### src/rtl/core/iiws_pkg.sv
// ----------------------------------------------------------------------------
// iiws_pkg
// Shared types and constants for the integral image block.
// ----------------------------------------------------------------------------
package iiws_pkg;

  localparam int PIX_W    = 8;
  localparam int AREA_W   = 29;
  localparam int SQ_W     = 36;
  localparam int SIZE_W   = 11;
  localparam int CFG_IDX_W = 2;

  // configuration register indexes
  localparam logic [CFG_IDX_W-1:0] CFG_ROW_WIDTH     = 2'd0;
  localparam logic [CFG_IDX_W-1:0] CFG_FRAME_HEIGHT  = 2'd1;
  localparam logic [CFG_IDX_W-1:0] CFG_PIXEL_SIGNED  = 2'd2;
  localparam logic [CFG_IDX_W-1:0] CFG_SQUARE_ENABLE = 2'd3;

  typedef struct packed {
    logic [SIZE_W-1:0] row_width;
    logic [SIZE_W-1:0] frame_height;
    logic              pixel_signed;
  } cfg_t;

  // per-pixel control that travels with the read of the row store
  typedef struct packed {
    logic first_row;
    logic row_end;
    logic frame_end;
  } pix_flags_t;

endpackage

### src/rtl/core/iiws_front.sv
// ----------------------------------------------------------------------------
// iiws_front
// Raster position counters and running row sums of pixels and squares.
// ----------------------------------------------------------------------------
module iiws_front #(
  parameter int MAX_WIDTH  = 1024,
  parameter int MAX_HEIGHT = 1024,
  localparam int CNT_W     = $clog2(MAX_WIDTH),
  localparam int RCNT_W    = $clog2(MAX_HEIGHT),
  localparam int ACC_W     = CNT_W + 9,
  localparam int SQ_ACC_W  = CNT_W + 17
) (
  input  logic                            clk,
  input  logic                            rst,
  input  logic                            accept,
  input  logic [iiws_pkg::PIX_W-1:0]      pixel,
  input  iiws_pkg::cfg_t                  cfg,
  output logic [CNT_W-1:0]                cur_col,
  output logic [CNT_W-1:0]                col,
  output logic [ACC_W-1:0]                row_acc,
  output logic [SQ_ACC_W-1:0]             sq_acc,
  output iiws_pkg::pix_flags_t            flags
);

  localparam int CCMP_W = (CNT_W + 1 > iiws_pkg::SIZE_W) ? CNT_W + 1 : iiws_pkg::SIZE_W;
  localparam int RCMP_W = (RCNT_W + 1 > iiws_pkg::SIZE_W) ? RCNT_W + 1 : iiws_pkg::SIZE_W;

  logic [CNT_W-1:0]  col_cnt;
  logic [RCNT_W-1:0] row_cnt;
  logic [CCMP_W-1:0] col_plus;
  logic [RCMP_W-1:0] row_plus;
  logic              last_col;
  logic              last_row;
  logic              neg;
  logic [8:0]        pix9;
  logic [7:0]        mag;
  logic [15:0]       mag_sq;
  logic [ACC_W-1:0]  acc_base;
  logic [SQ_ACC_W-1:0] sq_base;

  // column of the pixel now on the input, used as the row store read address
  assign cur_col = col_cnt;

  always_comb begin
    neg      = cfg.pixel_signed & pixel[7];
    pix9     = {neg, pixel};
    mag      = neg ? 8'(-pixel) : pixel;  // 256 - raw fits in 8 bits (max 128)
    mag_sq   = mag * mag;
    acc_base = (col_cnt == '0) ? '0 : row_acc;
    sq_base  = (col_cnt == '0) ? '0 : sq_acc;
    col_plus = CCMP_W'(col_cnt) + CCMP_W'(1);
    row_plus = RCMP_W'(row_cnt) + RCMP_W'(1);
    // a zero size register makes every pixel the last one
    last_col = (col_plus >= CCMP_W'(cfg.row_width)) || (col_plus >= CCMP_W'(MAX_WIDTH));
    last_row = (row_plus >= RCMP_W'(cfg.frame_height)) || (row_plus >= RCMP_W'(MAX_HEIGHT));
  end

  always_ff @(posedge clk) begin
    if (rst) begin
      col_cnt <= '0;
      row_cnt <= '0;
      row_acc <= '0;
      sq_acc  <= '0;
    end else if (accept) begin
      row_acc <= acc_base + {{(ACC_W-9){pix9[8]}}, pix9};
      sq_acc  <= sq_base + {{(SQ_ACC_W-16){1'b0}}, mag_sq};
      if (last_col) begin
        col_cnt <= '0;
        row_cnt <= last_row ? '0 : row_cnt + RCNT_W'(1);
      end else begin
        col_cnt <= col_cnt + CNT_W'(1);
      end
    end
  end

  always_ff @(posedge clk) begin
    if (accept) begin
      col             <= col_cnt;
      flags.first_row <= (row_cnt == '0);
      flags.row_end   <= last_col;
      flags.frame_end <= last_col & last_row;
    end
  end

endmodule

### config.mk
export PLATFORM = sky130hd
export DESIGN_NAME = iiws_front
export DESIGN_NICKNAME = d
export VERILOG_FILES = /design/src/rtl/core/iiws_pkg.sv /design/src/rtl/core/iiws_front.sv
export SDC_FILE = /design/constraint.sdc
export NUM_CORES = 1
export LEC_CHECK = 0
export ABC_CLOCK_PERIOD_IN_PS = 5750
export BUFFER_PORTS_ARGS = -buffer_cell sky130_fd_sc_hd__buf_4
export CAP_MARGIN = 20
export CELL_PAD_IN_SITES_DETAIL_PLACEMENT = 1
export CELL_PAD_IN_SITES_GLOBAL_PLACEMENT = 1
export CORE_ASPECT_RATIO = 1.75
export CORE_MARGIN = 3
export CORE_UTILIZATION = 41
export CTS_BUF_LIST = sky130_fd_sc_hd__clkbuf_4 sky130_fd_sc_hd__clkbuf_8
export DETAILED_ROUTE_END_ITERATION = 16
export GPL_TIMING_DRIVEN = 0
export PLACE_DENSITY = 0.88
export SYNTH_ARGS = -nofsm -noshare
export SYNTH_HDL_FRONTEND = slang
export SYNTH_SLANG_ARGS = --single-unit
### constraint.sdc
create_clock -name clk -period 5.75 [get_ports clk]
set_input_delay 0.8625 -clock clk [delete_from_list [all_inputs] [get_ports clk]]
set_output_delay 0.8625 -clock clk [all_outputs]
set_load 0.01 [all_outputs]
==> impl_metrics.json <==
{
  "outcome": "completed",
  "finalCriticalPeriod_ns": 5.70,
  "cp_data_required_time_ns": 6.00,
  "place_inst": 1268,
  "worstSetupEndpointType": "flop",
  "synthTopCellsByCount": "110 x inv_1, 87 x ha_1, 85 x nor2_1, 71 x nand2_1, 66 x dfxtp_1",
  "clk_pin_slew_ns": 0.09,
  "wl_met2_um": 15300,
  "synth_edf_count": 13,
  "place_area_mm2": 0.00873,
  "grt_pass1_wl_um": 42200,
  "root_buffer": "clkbuf_8",
  "fin_skew_ns": 0.0175,
  "hp-class": "reg2reg",
  "synth_ff_type": "dfxtp_1",
  "cp_max_fo": 8,
  "core_area_mm2": 0.0181,
  "synth.ff_latch_count": 79,
  "regArea_mm2": 0.00172,
  "ioPinCount": 103,
  "whs_endpoint": "col[2]",
  "worst_pin_slew_ns": 1.06,
  "worstPathArrival_ns": 5.95,
  "multi_input_area_mm2": 0.00579,
  "final_hold_viol_count": 0,
  "wl_met3_um": 1360,
  "routedWlPerCell_um": 21.5,
  "m1WireLength_um": 9810,
  "cts_buffers": 9,
  "fin_nets": 1239,
  "cts_tree": "yes",
  "antenna_left": 0,
  "drcViolationCount": 0,
  "r2r-start": "cur_col[1]",
  "synth_cells": 932,
  "nFillCells": 2180,
  "r2r_cells": 22,
  "synth_fp_nets": 1091,
  "wl_um": 28300,
  "clock_path_buffers": 2,
  "pre_cts_slack_ns": -1.24,
  "slew_headroom": 0.295,
  "yosysSeqAreaShare": 0.224,
  "vdd_drop_max_mv": 0.359,
  "firstDrtPassIters": 5,
  "power_density_mw_per_mm2": 325,
  "hold_path_depth": 0,
  "syn2layout_area_growth_pct": 26.5,
  "slowest_delay_ns": 0.58,
  "cts_num_sinks": 79,
  "stdcell_area_mm2": 0.00967,
  "die-area_mm2": 0.0204,
  "vias": 7734,
  "leakage_nw": 4.61,
  "final_cells": 1319,
  "synth_most_common_cell": "inv_1",
  "die_w_um": 109,
  "clock_latency_ns": 0.39,
  "setup_viol": 0,
  "crit_chain": "buf_4 > nand2_2 > inv_4 > o31ai_1 > xor2_2 > buf_4 > nor2_1 > ha_1 > a21o_1 > fa_1 > fa_1 > fa_2 > ha_4 > o21a_1 > o2111ai_2 > a311oi_4 > or2_4 > o2111ai_4 > mux2i_1 > o21ai_0",
  "overflow": 0,
  "synth_top_area_cell": "dfxtp_1",
  "drive_above_1_share": 0.234,
  "highest_layer": "met4",
  "grt.total_usage": 0.264,
  "max_freq_mhz": 175,
  "drtIter0Drc": 363,
  "n_antenna_cell": 0,
  "maxCapViolCount": 0,
  "crit_buf_inv": 3,
  "async_flop_share": 0,
  "final_core_util": 0.533,
  "finalMaxSlewViolations": 0,
  "h-tree-depth": 3,
  "critical_path_class": "in2reg",
  "portBuffers": 102,
  "crit_family": "adder cells",
  "yosys_warnings": 0,
  "synth_top_cell_area_share": 0.173,
  "grt_pass1_vias": 8322,
  "fin_crit_sh": 0.992,
  "setup_slack_ns": 0.0476,
  "die_h_um": 187,
  "antenna_found_initial": 0,
  "critPathLaunchType": "primary input",
  "r2r_slack_ns": 0.10,
  "regToRegEndpoint": "sq_acc[21]",
  "place_congestion": 0.891,
  "rows": 65,
  "vias_per_cell": 5.86,
  "grt_max_degree": 21,
  "ys_types": 72,
  "worstHoldStart": "cur_col[2]",
  "cp_slowest_cell": "fa_1",
  "syn_area_mm2": 0.00765,
  "finalPower_mw": 3.14,
  "syn_area_per_cell_um2": 8.21,
  "synth_area_leaders": "dfxtp_1 17%, ha_1 14%, fa_1 9.9%",
  "start_util": 0.422,
  "hpwl_um": 19100
}
worst max path at each step:
stage	start	endpoint	slack (ns)	cells after the start
global placement	pixel[7]	sq_acc[26]	-1.07	23
finish	pixel[7]	sq_acc[21]	0.05	20
CTS	cur_col[1]	sq_acc[22]	0.01	20
detailed placement	pixel[7]	sq_acc[18]	-1.24	23
floorplan	pixel[4]	sq_acc[21]	0.007	18
global route	pixel[1]	sq_acc[22]	-0.13	24
cell usage in the layout (no fill, tap or decap), drive strengths merged, types with 5 or more instances in the layout:
master,instances
fa,38
and3,19
nand3b,8
o31ai,9
nor4,5
mux2i,20
nand2,73
nor2,85
nor3,21
xor2,19
nand4b,6
a211o,7
a21oi,49
a211oi,6
dfxtp,66
a21o,15
nand4,8
o21bai,7
nor2b,8
inv,110
nand3,45
o21a,5
o21ai,26
ha,87
edfxtp,13
clkbuf,29
nand2b,7
and2,38
xnor2,23
a31oi,17
or2,8
buf,153
registers in the layout, summed over array words and instances, names as in the netlist:
name,count
col,10
cur_col,10
flags,3
row_acc,19
row_cnt,10
sq_acc,27
kinds of logic (layout without fill, tap and decap cells):
family | after synthesis | count (layout) | synth area share
DFF | 79 | 79 | 0.224
muxes | 23 | 23 | 0.0327
adders and majority gates | 125 | 125 | 0.242
buffers and inverters | 147 | 300 | 0.0735
xor gates and xnor gates | 42 | 42 | 0.0481
AOI/OAI and AO/OA | 173 | 173 | 0.151
and+or+nand+nor | 343 | 343 | 0.229
per-layer routing:
layer | vias up | track usage
li1 | 3503 | -
met1 | 3807 | 0.265
met2 | 293 | 0.494
met3 | 131 | 0.0377
met4 | 0 | 0.159
met5 | - | 0
metrics by stage:
step	setup TNS (ns)	hold slack, ns
floorplan	0	0.462
global placement	-15.03	0.460
detailed placement	-18.72	0.463
CTS	0	0.483
global route	-0.574	0.491
finish	0	0.485
power by group:
part           internal [mW]  switching [mW]  total (mW)  leakage (nW)
sequential             0.608          0.0527       0.661         0.671
clock                  0.285           0.234       0.520         0.117
combinational          0.858            1.10        1.96          3.83
layout make-up:
type,count,share of cell area
clock inverters,7,0.0115
plain buffers,35,0.0180
multi-input cells,706,0.598
well taps,234,0.0303
flip-flops and latches,79,0.178
inverters,111,0.0440
clock buffers,9,0.0128
repair buffers,138,0.107
repair_timing:
action                                  CTS  global route
hold buffers                              0             0
endpoints found under the setup margin   21            15
pin swaps                                18            36
buffers inserted                         19            17
endpoints found under the hold margin     0             0
resized for setup                        47            50
Note: power is estimated with default switching activity, not from simulation.
