==> src/rtl/core/iiws_ram.sv <==
// ----------------------------------------------------------------------------
// iiws_ram
// Generic single-clock RAM, one write port and one registered read port.
// ----------------------------------------------------------------------------
module iiws_ram #(
  parameter int WIDTH = 8,
  parameter int DEPTH = 16
) (
  input  logic                     clk,
  input  logic                     we,
  input  logic [$clog2(DEPTH)-1:0] waddr,
  input  logic [WIDTH-1:0]         wdata,
  input  logic                     re,
  input  logic [$clog2(DEPTH)-1:0] raddr,
  output logic [WIDTH-1:0]         rdata
);

  logic [WIDTH-1:0] mem [DEPTH];

  always_ff @(posedge clk) begin
    if (we) begin
      mem[waddr] <= wdata;
    end
    if (re) begin
      rdata <= mem[raddr];
    end
  end

endmodule

==> config.mk <==
export PLATFORM = sky130hd
export DESIGN_NAME = iiws_ram
export DESIGN_NICKNAME = d
export VERILOG_FILES = /design/src/rtl/core/iiws_ram.sv
export SDC_FILE = /design/constraint.sdc
export NUM_CORES = 1
export LEC_CHECK = 0
export BUFFER_PORTS_ARGS = -buffer_cell sky130_fd_sc_hd__buf_2
export CAP_MARGIN = 20
export CORE_MARGIN = 3
export CORE_UTILIZATION = 45
export DETAILED_ROUTE_END_ITERATION = 7
export SETUP_SLACK_MARGIN = 0.15
export SLEW_MARGIN = 5
export SYNTH_ARGS = -nofsm -noshare
export SYNTH_HDL_FRONTEND = slang
export SYNTH_SLANG_ARGS = --single-unit
==> constraint.sdc <==
create_clock -name clk -period 2.3 [get_ports clk]
set_input_delay 0.23 -clock clk [delete_from_list [all_inputs] [get_ports clk]]
set_output_delay 0.23 -clock clk [all_outputs]
set_load 0.005 [all_outputs]
==> reports/results.ini, run 1 <==
[sta]
worstMarginPinSlew_ns = 0.695
slew_violations = 0
finalHoldViolCount = 0
setup_tns_ns = 0
max_freq_mhz = 668
fin_crit_sh_pct = 65.1
min_period_ns = 1.50
hold_ws_ns = 0.200
skew_ns = 0.00609
rsz0062_at_grt = no
slew_headroom_pct = 53.5
setup_violations = 0

[drt]
drt-pass1-iter-count = 4
detail_route.drc_violations = 0
drt_wl_total_um = 9980
wl_per_cell_um = 22.8
drtIter0Drc = 151
ant_nets = 0
viasPerCell = 5.60
num_vias = 2451

[setup_path]
crit_type = flop to flop
crit_path_start_kind = flop
r2r_slack_ns = 0.80
worstPathRequired_ns = 2.45
r2r_start = mem[8][4]$_DFFE_PP_
cp_data_arrival_time_ns = 1.65
worstPathMaxFanout = 1
ff2ff_path_depth = 3
r2r_end = rdata[4]$_DFFE_PP_
crit_path_end_kind = flop

[global_routing]
antenna_found_initial = 0
grt_start_max_net_pins = 21
grt_remaining_overflow = 0
grt_pass1_vias = 2590
grt_first_pass_wirelength_um = 15800
grt_usage_pct = 17.5

[floorplanning]
die_x_um = 114
io_pins = 27
placementRows = 38
core_um2 = 11100
die_height_um = 114
design.die.area_um2 = 12900
start_util_pct = 47.2

[clock_tree]
cts_root_buffer = clkbuf_16
clock_path_buffers = 2
cts_tree = built
cts_resized = 0
cts_max_level = 4
cts.hold.buffers_added = 0
clk_latency_ns = 0.41
numCtsBuffers = 17
cts_setup_buffers = 0
cts.clk_slew.worst_paths_ns = 0.06
clock_sinks = 136

[status]
status = finished clean

[logic_synthesis]
avgSynthCellArea_um2 = 22.8
synth.ff_latch_count = 136
yosysSeqAreaShare_pct = 78.1
synth_top_area_share_pct = 78.1
synth_nets = 248
synth_warnings = 0
yosys.area.top_type = edfxtp_1
netlist_area_um2 = 5230
synth_area_leaders = edfxtp_1, mux4_2, mux4_1
ys_types = 18
syn_inst = 229

[power]
p_leak_nw = 2.13
p_seq_share_pct = 47.4
irDropWorstVdd_mv = 0.458
clkPwrFrac_pct = 48.4
switching_share_pct = 18.8
p_switching_mw = 1.12
p_per_area_nw_per_um2 = 948
p_comb_share_pct = 4.2
p_int_mw = 4.81

[finish]
diodes = 0
fin_area_um2 = 6250
nNetsFinal = 304
mostFrequentLayoutCells = edfxtp_1, buf_2, buf_4
utilization_pct = 56.4
stdcell_count = 438
layout_commonest_cell = edfxtp_1
fillers = 827
drive_gt1_share_pct = 32.6
area_growth_pct = 19.6

[hold_path]
hold_path_end = rdata[3]$_DFFE_PP_
min_path_cells = 1
hp-class = input pin to flop
hp-start = re

[place]
hpwlAfterDp_um = 6620
dpl_cell_area_um2 = 5620
gp_routability_congestion = 0.758
dp.cells = 406
port_buffers = 26

[run]
timing.max_cap.violations = 0

[synth_stat cells]
cell	number
a22oi_1	16
and2_1	1
and2b_1	1
buf_2	3
buf_4	1
buf_6	3
clkdlybuf4s25_2	3
edfxtp_1	136
mux4_1	14
mux4_2	18
nand2_1	9
nand2b_1	2
nand3_1	1
nand3b_1	2
nor2_1	13
nor2b_1	1
nor3_1	4
or3b_2	1
[worst max-delay path by stage]
stage	from	end	slack, ns	cells after the start
after floorplan	waddr[2]	mem[0][0]$_DFFE_PP_	0.58	2
after global placement	raddr[0]	rdata[3]$_DFFE_PP_	0.41	5
after detailed placement	raddr[0]	rdata[1]$_DFFE_PP_	0.39	5
after CTS	mem[8][4]$_DFFE_PP_	rdata[4]$_DFFE_PP_	0.81	3
after global routing	mem[9][4]$_DFFE_PP_	rdata[4]$_DFFE_PP_	0.74	3
final	mem[8][4]$_DFFE_PP_	rdata[4]$_DFFE_PP_	0.80	3
[per-stage QoR]
stage               worst slack (ns)  power [mW]
finish                         0.803        5.93
global route                   0.743        6.13
CTS                            0.808        5.99
detailed placement             0.391        3.12
global placement               0.407        3.11
floorplan                      0.577        3.00
[final cells by class]
cell class | count | area (um2) | area share [%]
Clock buffer | 18 | 429 | 6.87
Clock inverter | 14 | 205 | 3.28
Multi-Input combinational cell | 83 | 1060 | 16.9
Sequential cell | 136 | 4080 | 65.3
Tap cell | 140 | 175 | 2.80
Timing Repair Buffer | 47 | 300 | 4.80
[logic make-up (layout without fill, tap and decap cells)]
| family | count (synthesis) | after routing | synth area share (%) |
|---|---|---|---|
| flip-flops | 136 | 136 | 78.1 |
| AND/OR/NAND/NOR | 35 | 35 | 3.14 |
| multiplexers | 32 | 32 | 14.8 |
| AO/OA/AOI/OAI | 16 | 16 | 2.30 |
| buffers and inverters | 10 | 79 | 1.65 |
[critical path, cell delays in order, from the launching register on]
cell	delay, ns
edfxtp_1	0.36
mux4_1	0.49
a22oi_1	0.31
nand2_1	0.08
[per-layer routing]
layer	up-vias	share of wire, %	routed length, um	global-route usage, %
met4	0	1.1	110	5.94
met5	-	0	0	0
met2	78	50	4950	26.8
met1	1262	43	4330	24.1
met3	11	5.9	592	5.73
li1	1100	-	-	-
[state kept, by name, indices dropped and copies added (netlist names)]
name,flops
mem,128
rdata,8
[power groups by stage]
stage / combinational, mW / clock [mW] / sequential, mW
2_1_floorplan: 0.141 / 0 / 2.86
3_3_place_gp: 0.253 / 0 / 2.86
3_5_place_dp: 0.255 / 0 / 2.86
4_1_cts: 0.257 / 2.92 / 2.81
5_1_grt: 0.276 / 3.04 / 2.81
6_report: 0.249 / 2.87 / 2.81
No activity file was read; power rests on OpenSTA's default activity.
==> run 2: changes to the inputs <==
--- a/config.mk
+++ b/config.mk
@@ -5,6 +5,7 @@
 export SDC_FILE = /design/constraint.sdc
 export NUM_CORES = 1
 export LEC_CHECK = 0
+export ABC_AREA = 1
 export BUFFER_PORTS_ARGS = -buffer_cell sky130_fd_sc_hd__buf_2
 export CAP_MARGIN = 20
 export CORE_MARGIN = 3
==> constraint.sdc (replaced) <==
create_clock -name clk -period 1.54 [get_ports clk]
set_input_delay 0.154 -clock clk [delete_from_list [all_inputs] [get_ports clk]]
set_output_delay 0.154 -clock clk [all_outputs]
set_load 0.005 [all_outputs]
==> reports/results.ini, run 2 <==
[logic_synthesis]
synth_nets = 570  ; +130%
ys_types = 11  ; -7
netlist_area_um2 = 5850  ; +12%
synth_area_leaders = edfxtp_1, nand2_1, nand3_1
yosys.area.top_type = edfxtp_1
avgSynthCellArea_um2 = 10.6  ; -54%
yosysSeqAreaShare_pct = 69.8  ; -8.3 points
synth_warnings = 0  ; unchanged
synth_top_area_share_pct = 69.8  ; -8.3 points
synth_most_common_cell = nand2_1
yosys-top-cells-count = nand2_1, edfxtp_1, inv_1
synth_edf_count = 136  ; unchanged
synth.ff_latch_count = 136  ; unchanged
syn_inst = 551  ; +140%
synth-main-ff-cell = edfxtp_1
synthArstFlopShare_pct = 0  ; unchanged

[sta]
finalHoldViolCount = 0  ; unchanged
setup_tns_ns = 0  ; unchanged
setup_violations = 0  ; unchanged
slew_headroom_pct = 60.4  ; +6.9 points
skew_ns = 0.0103  ; +0.00422 ns
fin_crit_sh_pct = 76.1  ; +11 points
worstMarginPinSlew_ns = 0.593  ; -0.102 ns
max_freq_mhz = 853  ; +28%
slew_violations = 0  ; unchanged
rsz0062_at_grt = no
min_period_ns = 1.17  ; -0.325 ns

[power]
p_per_area_nw_per_um2 = 1320  ; +39%
p_leak_nw = 2.98  ; +40%
irDropWorstVdd_mv = 0.707  ; +54%

[clock_tree]
clock_path_buffers = 2  ; unchanged
cts_setup_buffers = 0  ; unchanged
cts.clk_slew.worst_paths_ns = 0.06  ; about the same
clock_sinks = 136  ; unchanged
cts_max_level = 4  ; unchanged
cts.hold.buffers_added = 0  ; unchanged
clk_latency_ns = 0.42  ; about the same
cts_root_buffer = clkbuf_16
numCtsBuffers = 17  ; unchanged
cts_resized = 0  ; unchanged
cts_tree = built

[drt]
drtIter0Drc = 306  ; +100%
drt-pass1-iter-count = 7  ; +3
ant_nets = 0  ; unchanged
drt_wl_total_um = 13300  ; +33%
wl_per_cell_um = 17.0  ; -25%
num_vias = 3897  ; +59%
viasPerCell = 4.99  ; -11%
detail_route.drc_violations = 0  ; unchanged

[setup_path]
crit_path_end_kind = flop
worstPathRequired_ns = 1.71  ; -0.74 ns
crit_path_start_kind = flop
crit_type = flop to flop
worstPathMaxFanout = 1  ; unchanged
cp_data_arrival_time_ns = 1.34  ; -0.31 ns

[finish]
largest-register = mem
layout_commonest_cell = nand2_1
reg_top3 = mem (128), rdata (8)
multi_input_area_um2 = 1210  ; +15%
fin_area_um2 = 6880  ; +10%
utilization_pct = 54.3  ; -2.1 points
area_growth_pct = 17.7
diodes = 0  ; unchanged
stdcell_count = 781  ; +78%
nNetsFinal = 615  ; +100%
fillers = 1087  ; +31%
largest_register_ffs = 128  ; unchanged
mostFrequentLayoutCells = nand2_1, edfxtp_1, inv_1
seqCellArea_um2 = 4080  ; unchanged
drive_gt1_share_pct = 13.5  ; -19 points

[place]
gp_routability_congestion = 0.824  ; +8.7%
hpwlAfterDp_um = 8020  ; +21%
dpl_cell_area_um2 = 6240  ; +11%
dp.cells = 749  ; +84%
port_buffers = 26  ; unchanged

[global_routing]
grt_usage_pct = 20.0  ; +2.5 points
grt_first_pass_wirelength_um = 21300  ; +34%
grt_pass1_vias = 3773  ; +46%
antenna_found_initial = 0  ; unchanged
grt_start_max_net_pins = 65  ; +210%
grt_remaining_overflow = 0  ; unchanged

[floorplanning]
die_x_um = 120  ; +5.5%
core_um2 = 12700  ; +14%
io_pins = 27  ; unchanged
design.die.area_um2 = 14400  ; +11%
die_height_um = 120  ; +5.5%
placementRows = 41  ; +7.9%
start_util_pct = 46.1  ; -1.0 points

[status]
status = finished clean

[run]
timing.max_cap.violations = 0  ; unchanged

[hold_path]
hp-class = input pin to flop

[run 2: cell count changes after synthesis, moves of 3 or more]
cell,before,now
nand2_1,9,173
inv_1,0,100
nand3_1,1,97
mux4_2,18,0
a22oi_1,16,0
mux4_1,14,0
buf_2,3,13
nor2_1,13,17
nor3_1,4,0
buf_4,1,4
buf_6,3,6
clkdlybuf4s25_2,3,0
[run 2: cells by family (layout without fill, tap and decap cells)]
logic type | after synthesis | in the layout | share of synthesized area, %
AND/OR/NAND/NOR | 289 | 289 | 20.8
buffers and inverters | 126 | 184 | 9.39
flip-flops | 136 | 136 | 69.8
[run 2: worst max-delay path, cell delays in order (launching register included)]
cell      delay (ns)
edfxtp_1        0.35
inv_1           0.07
nand2_1         0.06
nand3_1         0.10
nand3_1         0.12
nand3_1         0.15
nand2_1         0.08
[run 2: cell type report]
cell class | instances | share of cell area (%)
well taps | 172 | 3.13
flip-flops and latches | 136 | 59.4
inverters | 102 | 5.57
multi-input cells | 289 | 17.6
clock inverters | 13 | 2.95
repair buffers | 50 | 5.06
clock buffers | 19 | 6.29
[run 2: worst paths after layout]
path	slack, ns	end	from	cells after the start
worst max register to register	0.37	rdata[2]$_DFFE_PP_	mem[1][2]$_DFFE_PP_	6
worst min-delay path	0.12	rdata[3]$_DFFE_PP_	re	1
worst min register to register	0.74	rdata[7]$_DFFE_PP_	mem[6][7]$_DFFE_PP_	6
worst max-delay path	0.37	rdata[2]$_DFFE_PP_	mem[1][2]$_DFFE_PP_	6
[run 2: per-stage QoR]
step                      setup WS [ns]  power, mW  hold slack, ns
after CTS                         0.360       9.13           0.108
after global routing              0.283       9.39           0.116
after global placement            0.123       4.78           0.549
after detailed placement          0.133       4.79           0.548
after floorplan                   0.435       4.56           0.253
final                             0.368       9.06           0.120
[run 2: layer usage]
layer | part of all wire (%) | vias to the layer above | track usage [%]
met4 | 1.3 | 0 | 6.23
met2 | 46 | 139 | 30.2
met1 | 47 | 1869 | 28.6
li1 | - | 1875 | -
met5 | 0 | - | 0
met3 | 6.0 | 14 | 5.18
[run 2: where the power goes]
group	internal (mW)	switching (mW)
clock	2.86	1.49
combinational	0.156	0.356
sequential	4.17	0.0249
total	7.19	1.87
==> run 3: changes to the inputs <==
==> constraint.sdc (replaced) <==
create_clock -name clk -period 1.2 [get_ports clk]
set_input_delay 0.12 -clock clk [delete_from_list [all_inputs] [get_ports clk]]
set_output_delay 0.12 -clock clk [all_outputs]
set_load 0.005 [all_outputs]
==> reports/results.ini, run 3 (synthesis results as in run 2) <==
[finish]
nNetsFinal = 626  ; +1.8%
mostFrequentLayoutCells = nand2_1, edfxtp_1, inv_1
utilization_pct = 57.1  ; +2.8 points
largest_register_ffs = 128  ; unchanged
largest-register = mem
reg_top3 = mem (128), rdata (8)
drive_gt1_share_pct = 23.3  ; +9.8 points
layout_commonest_cell = nand2_1
diodes = 0  ; unchanged
area_growth_pct = 23.6

[power]
clkPwrFrac_pct = 45.0  ; -3.0 points
p_int_mw = 8.86  ; +23%
p_switching_mw = 2.41  ; +29%
p_per_area_nw_per_um2 = 1560  ; +18%
p_seq_share_pct = 47.8  ; +1.5 points
irDropWorstVdd_mv = 0.830  ; +17%
p_leak_nw = 3.13  ; +5.1%
switching_share_pct = 21.4  ; +0.74 points
p_comb_share_pct = 7.2  ; +1.5 points

[setup_path]
critPathMaxStageDelay_ns = 0.42  ; +0.07 ns
worstPathRequired_ns = 1.08  ; -0.63 ns
slowest_stage = edfxtp_1
path_buf_inv = 1  ; unchanged
crit_path_start_kind = flop
worstPathMaxFanout = 1  ; unchanged
cp_top_family = flip-flops
crit_chain = buf_2
crit_path_end_kind = primary output
crit_type = flop to primary output
cp_data_arrival_time_ns = 0.99  ; -0.35 ns

[floorplanning]
die_x_um = 120  ; unchanged
die_height_um = 120  ; unchanged
core_um2 = 12700  ; unchanged
start_util_pct = 46.1  ; unchanged
placementRows = 41  ; unchanged
io_pins = 27  ; unchanged
design.die.area_um2 = 14400  ; unchanged

[run]
timing.max_cap.violations = 0  ; unchanged

[sta]
slew_violations = 0  ; unchanged
slew_headroom_pct = 72.8  ; +12 points
setup_tns_ns = 0  ; unchanged
setup_violations = 0  ; unchanged
fin_crit_sh_pct = 92.3
skew_ns = 0.0158  ; +0.00553 ns
max_freq_mhz = 903
rsz0062_at_grt = yes
finalHoldViolCount = 0  ; unchanged
worstMarginPinSlew_ns = 0.407  ; -0.186 ns
min_period_ns = 1.11

[clock_tree]
cts_tree = built
clock_path_buffers = 2  ; unchanged
cts.clk_slew.worst_paths_ns = 0.06  ; about the same
clk_latency_ns = 0.42  ; about the same
cts_root_buffer = clkbuf_16
cts_max_level = 4  ; unchanged
cts.hold.buffers_added = 0  ; unchanged
clock_sinks = 136  ; unchanged
cts_setup_buffers = 0  ; unchanged
numCtsBuffers = 17  ; unchanged

[drt]
detail_route.drc_violations = 0  ; unchanged
drt-met1-wl_um = 6380  ; +2.9%
drt-pass1-iter-count = 4  ; -3
wl_met3_um = 834  ; +3.9%
drtIter0Drc = 232  ; -24%
routed-wl-met2_um = 6570  ; +7.6%
ant_nets = 0  ; unchanged
viasPerCell = 5.08  ; +1.8%
routed.top_layer = met4
num_vias = 4017  ; +3.1%
wl_per_cell_um = 17.7  ; +4.3%
drt_wl_total_um = 14000  ; +5.6%

[place]
hpwlAfterDp_um = 8620  ; +7.4%
port_buffers = 26  ; unchanged
gp_routability_congestion = 0.818  ; -0.72%

[hold_path]
hp-class = input pin to flop

[status]
status = finished clean

[global_routing]
antenna_found_initial = 0  ; unchanged
grt_start_max_net_pins = 33  ; -49%
grt_usage_pct = 20.4  ; +0.43 points
grt_first_pass_wirelength_um = 21700  ; +1.8%
grt_pass1_vias = 3881  ; +2.9%
grt_remaining_overflow = 0  ; unchanged

==> run 3: cell count changes in the layout (fill, tap and decap cells not counted), sizes merged <==
cell      delta
buf         +11
clkinvlp     -1
clkinv       +1
bufinv       -2
clkbuf       +1
==> run 3: what timing repair did <==
action / CTS / global route
pin swaps: 24 / 13
resized for setup: 32 / 22
setup endpoints to repair: 12 / 15
hold endpoints to repair: 0 / 0
==> run 3: final cells by class <==
type	count	area, um2
inverter	102	383
fill	1012	5440
clock buffer	20	437
timing repair buffer	61	531
clock inverter	11	131
tap	172	215
sequential	136	4080
multi-input combinational	289	1450
==> run 3: stage by stage <==
stage                     instances  setup slack [ns]  hold slack [ns]  area [um2]  total power [mW]
final                           791            0.0927           0.0947        7230              11.3
after global routing            791            0.0564           0.0890        7230              11.7
after CTS                       791            0.0798           0.0953        7140              11.3
after detailed placement        760            -0.142            0.519        6430              6.21
after global placement          760            -0.165            0.520        6430              6.20
after floorplan                 551             0.129            0.219        5850              5.85
==> run 3: layer usage <==
layer	global-route usage, %	vias up
met5	0	-
met2	31.1	153
met3	5.33	20
li1	-	1895
met1	28.6	1949
met4	7.23	0
==> run 3: path summary, 6_finish.rpt <==
path	from	to	slack, ns	cells after the start
hold reg to reg	mem[2][3]$_DFFE_PP_	rdata[3]$_DFFE_PP_	0.77	6
setup reg to reg	mem[6][6]$_DFFE_PP_	rdata[6]$_DFFE_PP_	0.11	6
setup / recovery	rdata[3]$_DFFE_PP_	rdata[3]	0.09	1
hold / removal	re	rdata[0]$_DFFE_PP_	0.09	1
==> run 3: power by group through the flow <==
| stage | Sequential [mW] | Combinational, mW | Clock, mW |
|---|---|---|---|
| after global placement | 5.48 | 0.720 | 0 |
| after global routing | 5.39 | 0.886 | 5.38 |
| after detailed placement | 5.48 | 0.731 | 0 |
| final | 5.39 | 0.814 | 5.07 |
| after floorplan | 5.48 | 0.375 | 0 |
| after CTS | 5.39 | 0.786 | 5.12 |
==> run 3: worst reg2reg max path, stage by stage (launching register included) <==
cell	delay, ns
edfxtp_1	0.38
inv_1	0.08
nand2_1	0.07
nand3_2	0.07
nand3_2	0.08
nand3_2	0.09
nand2_2	0.08
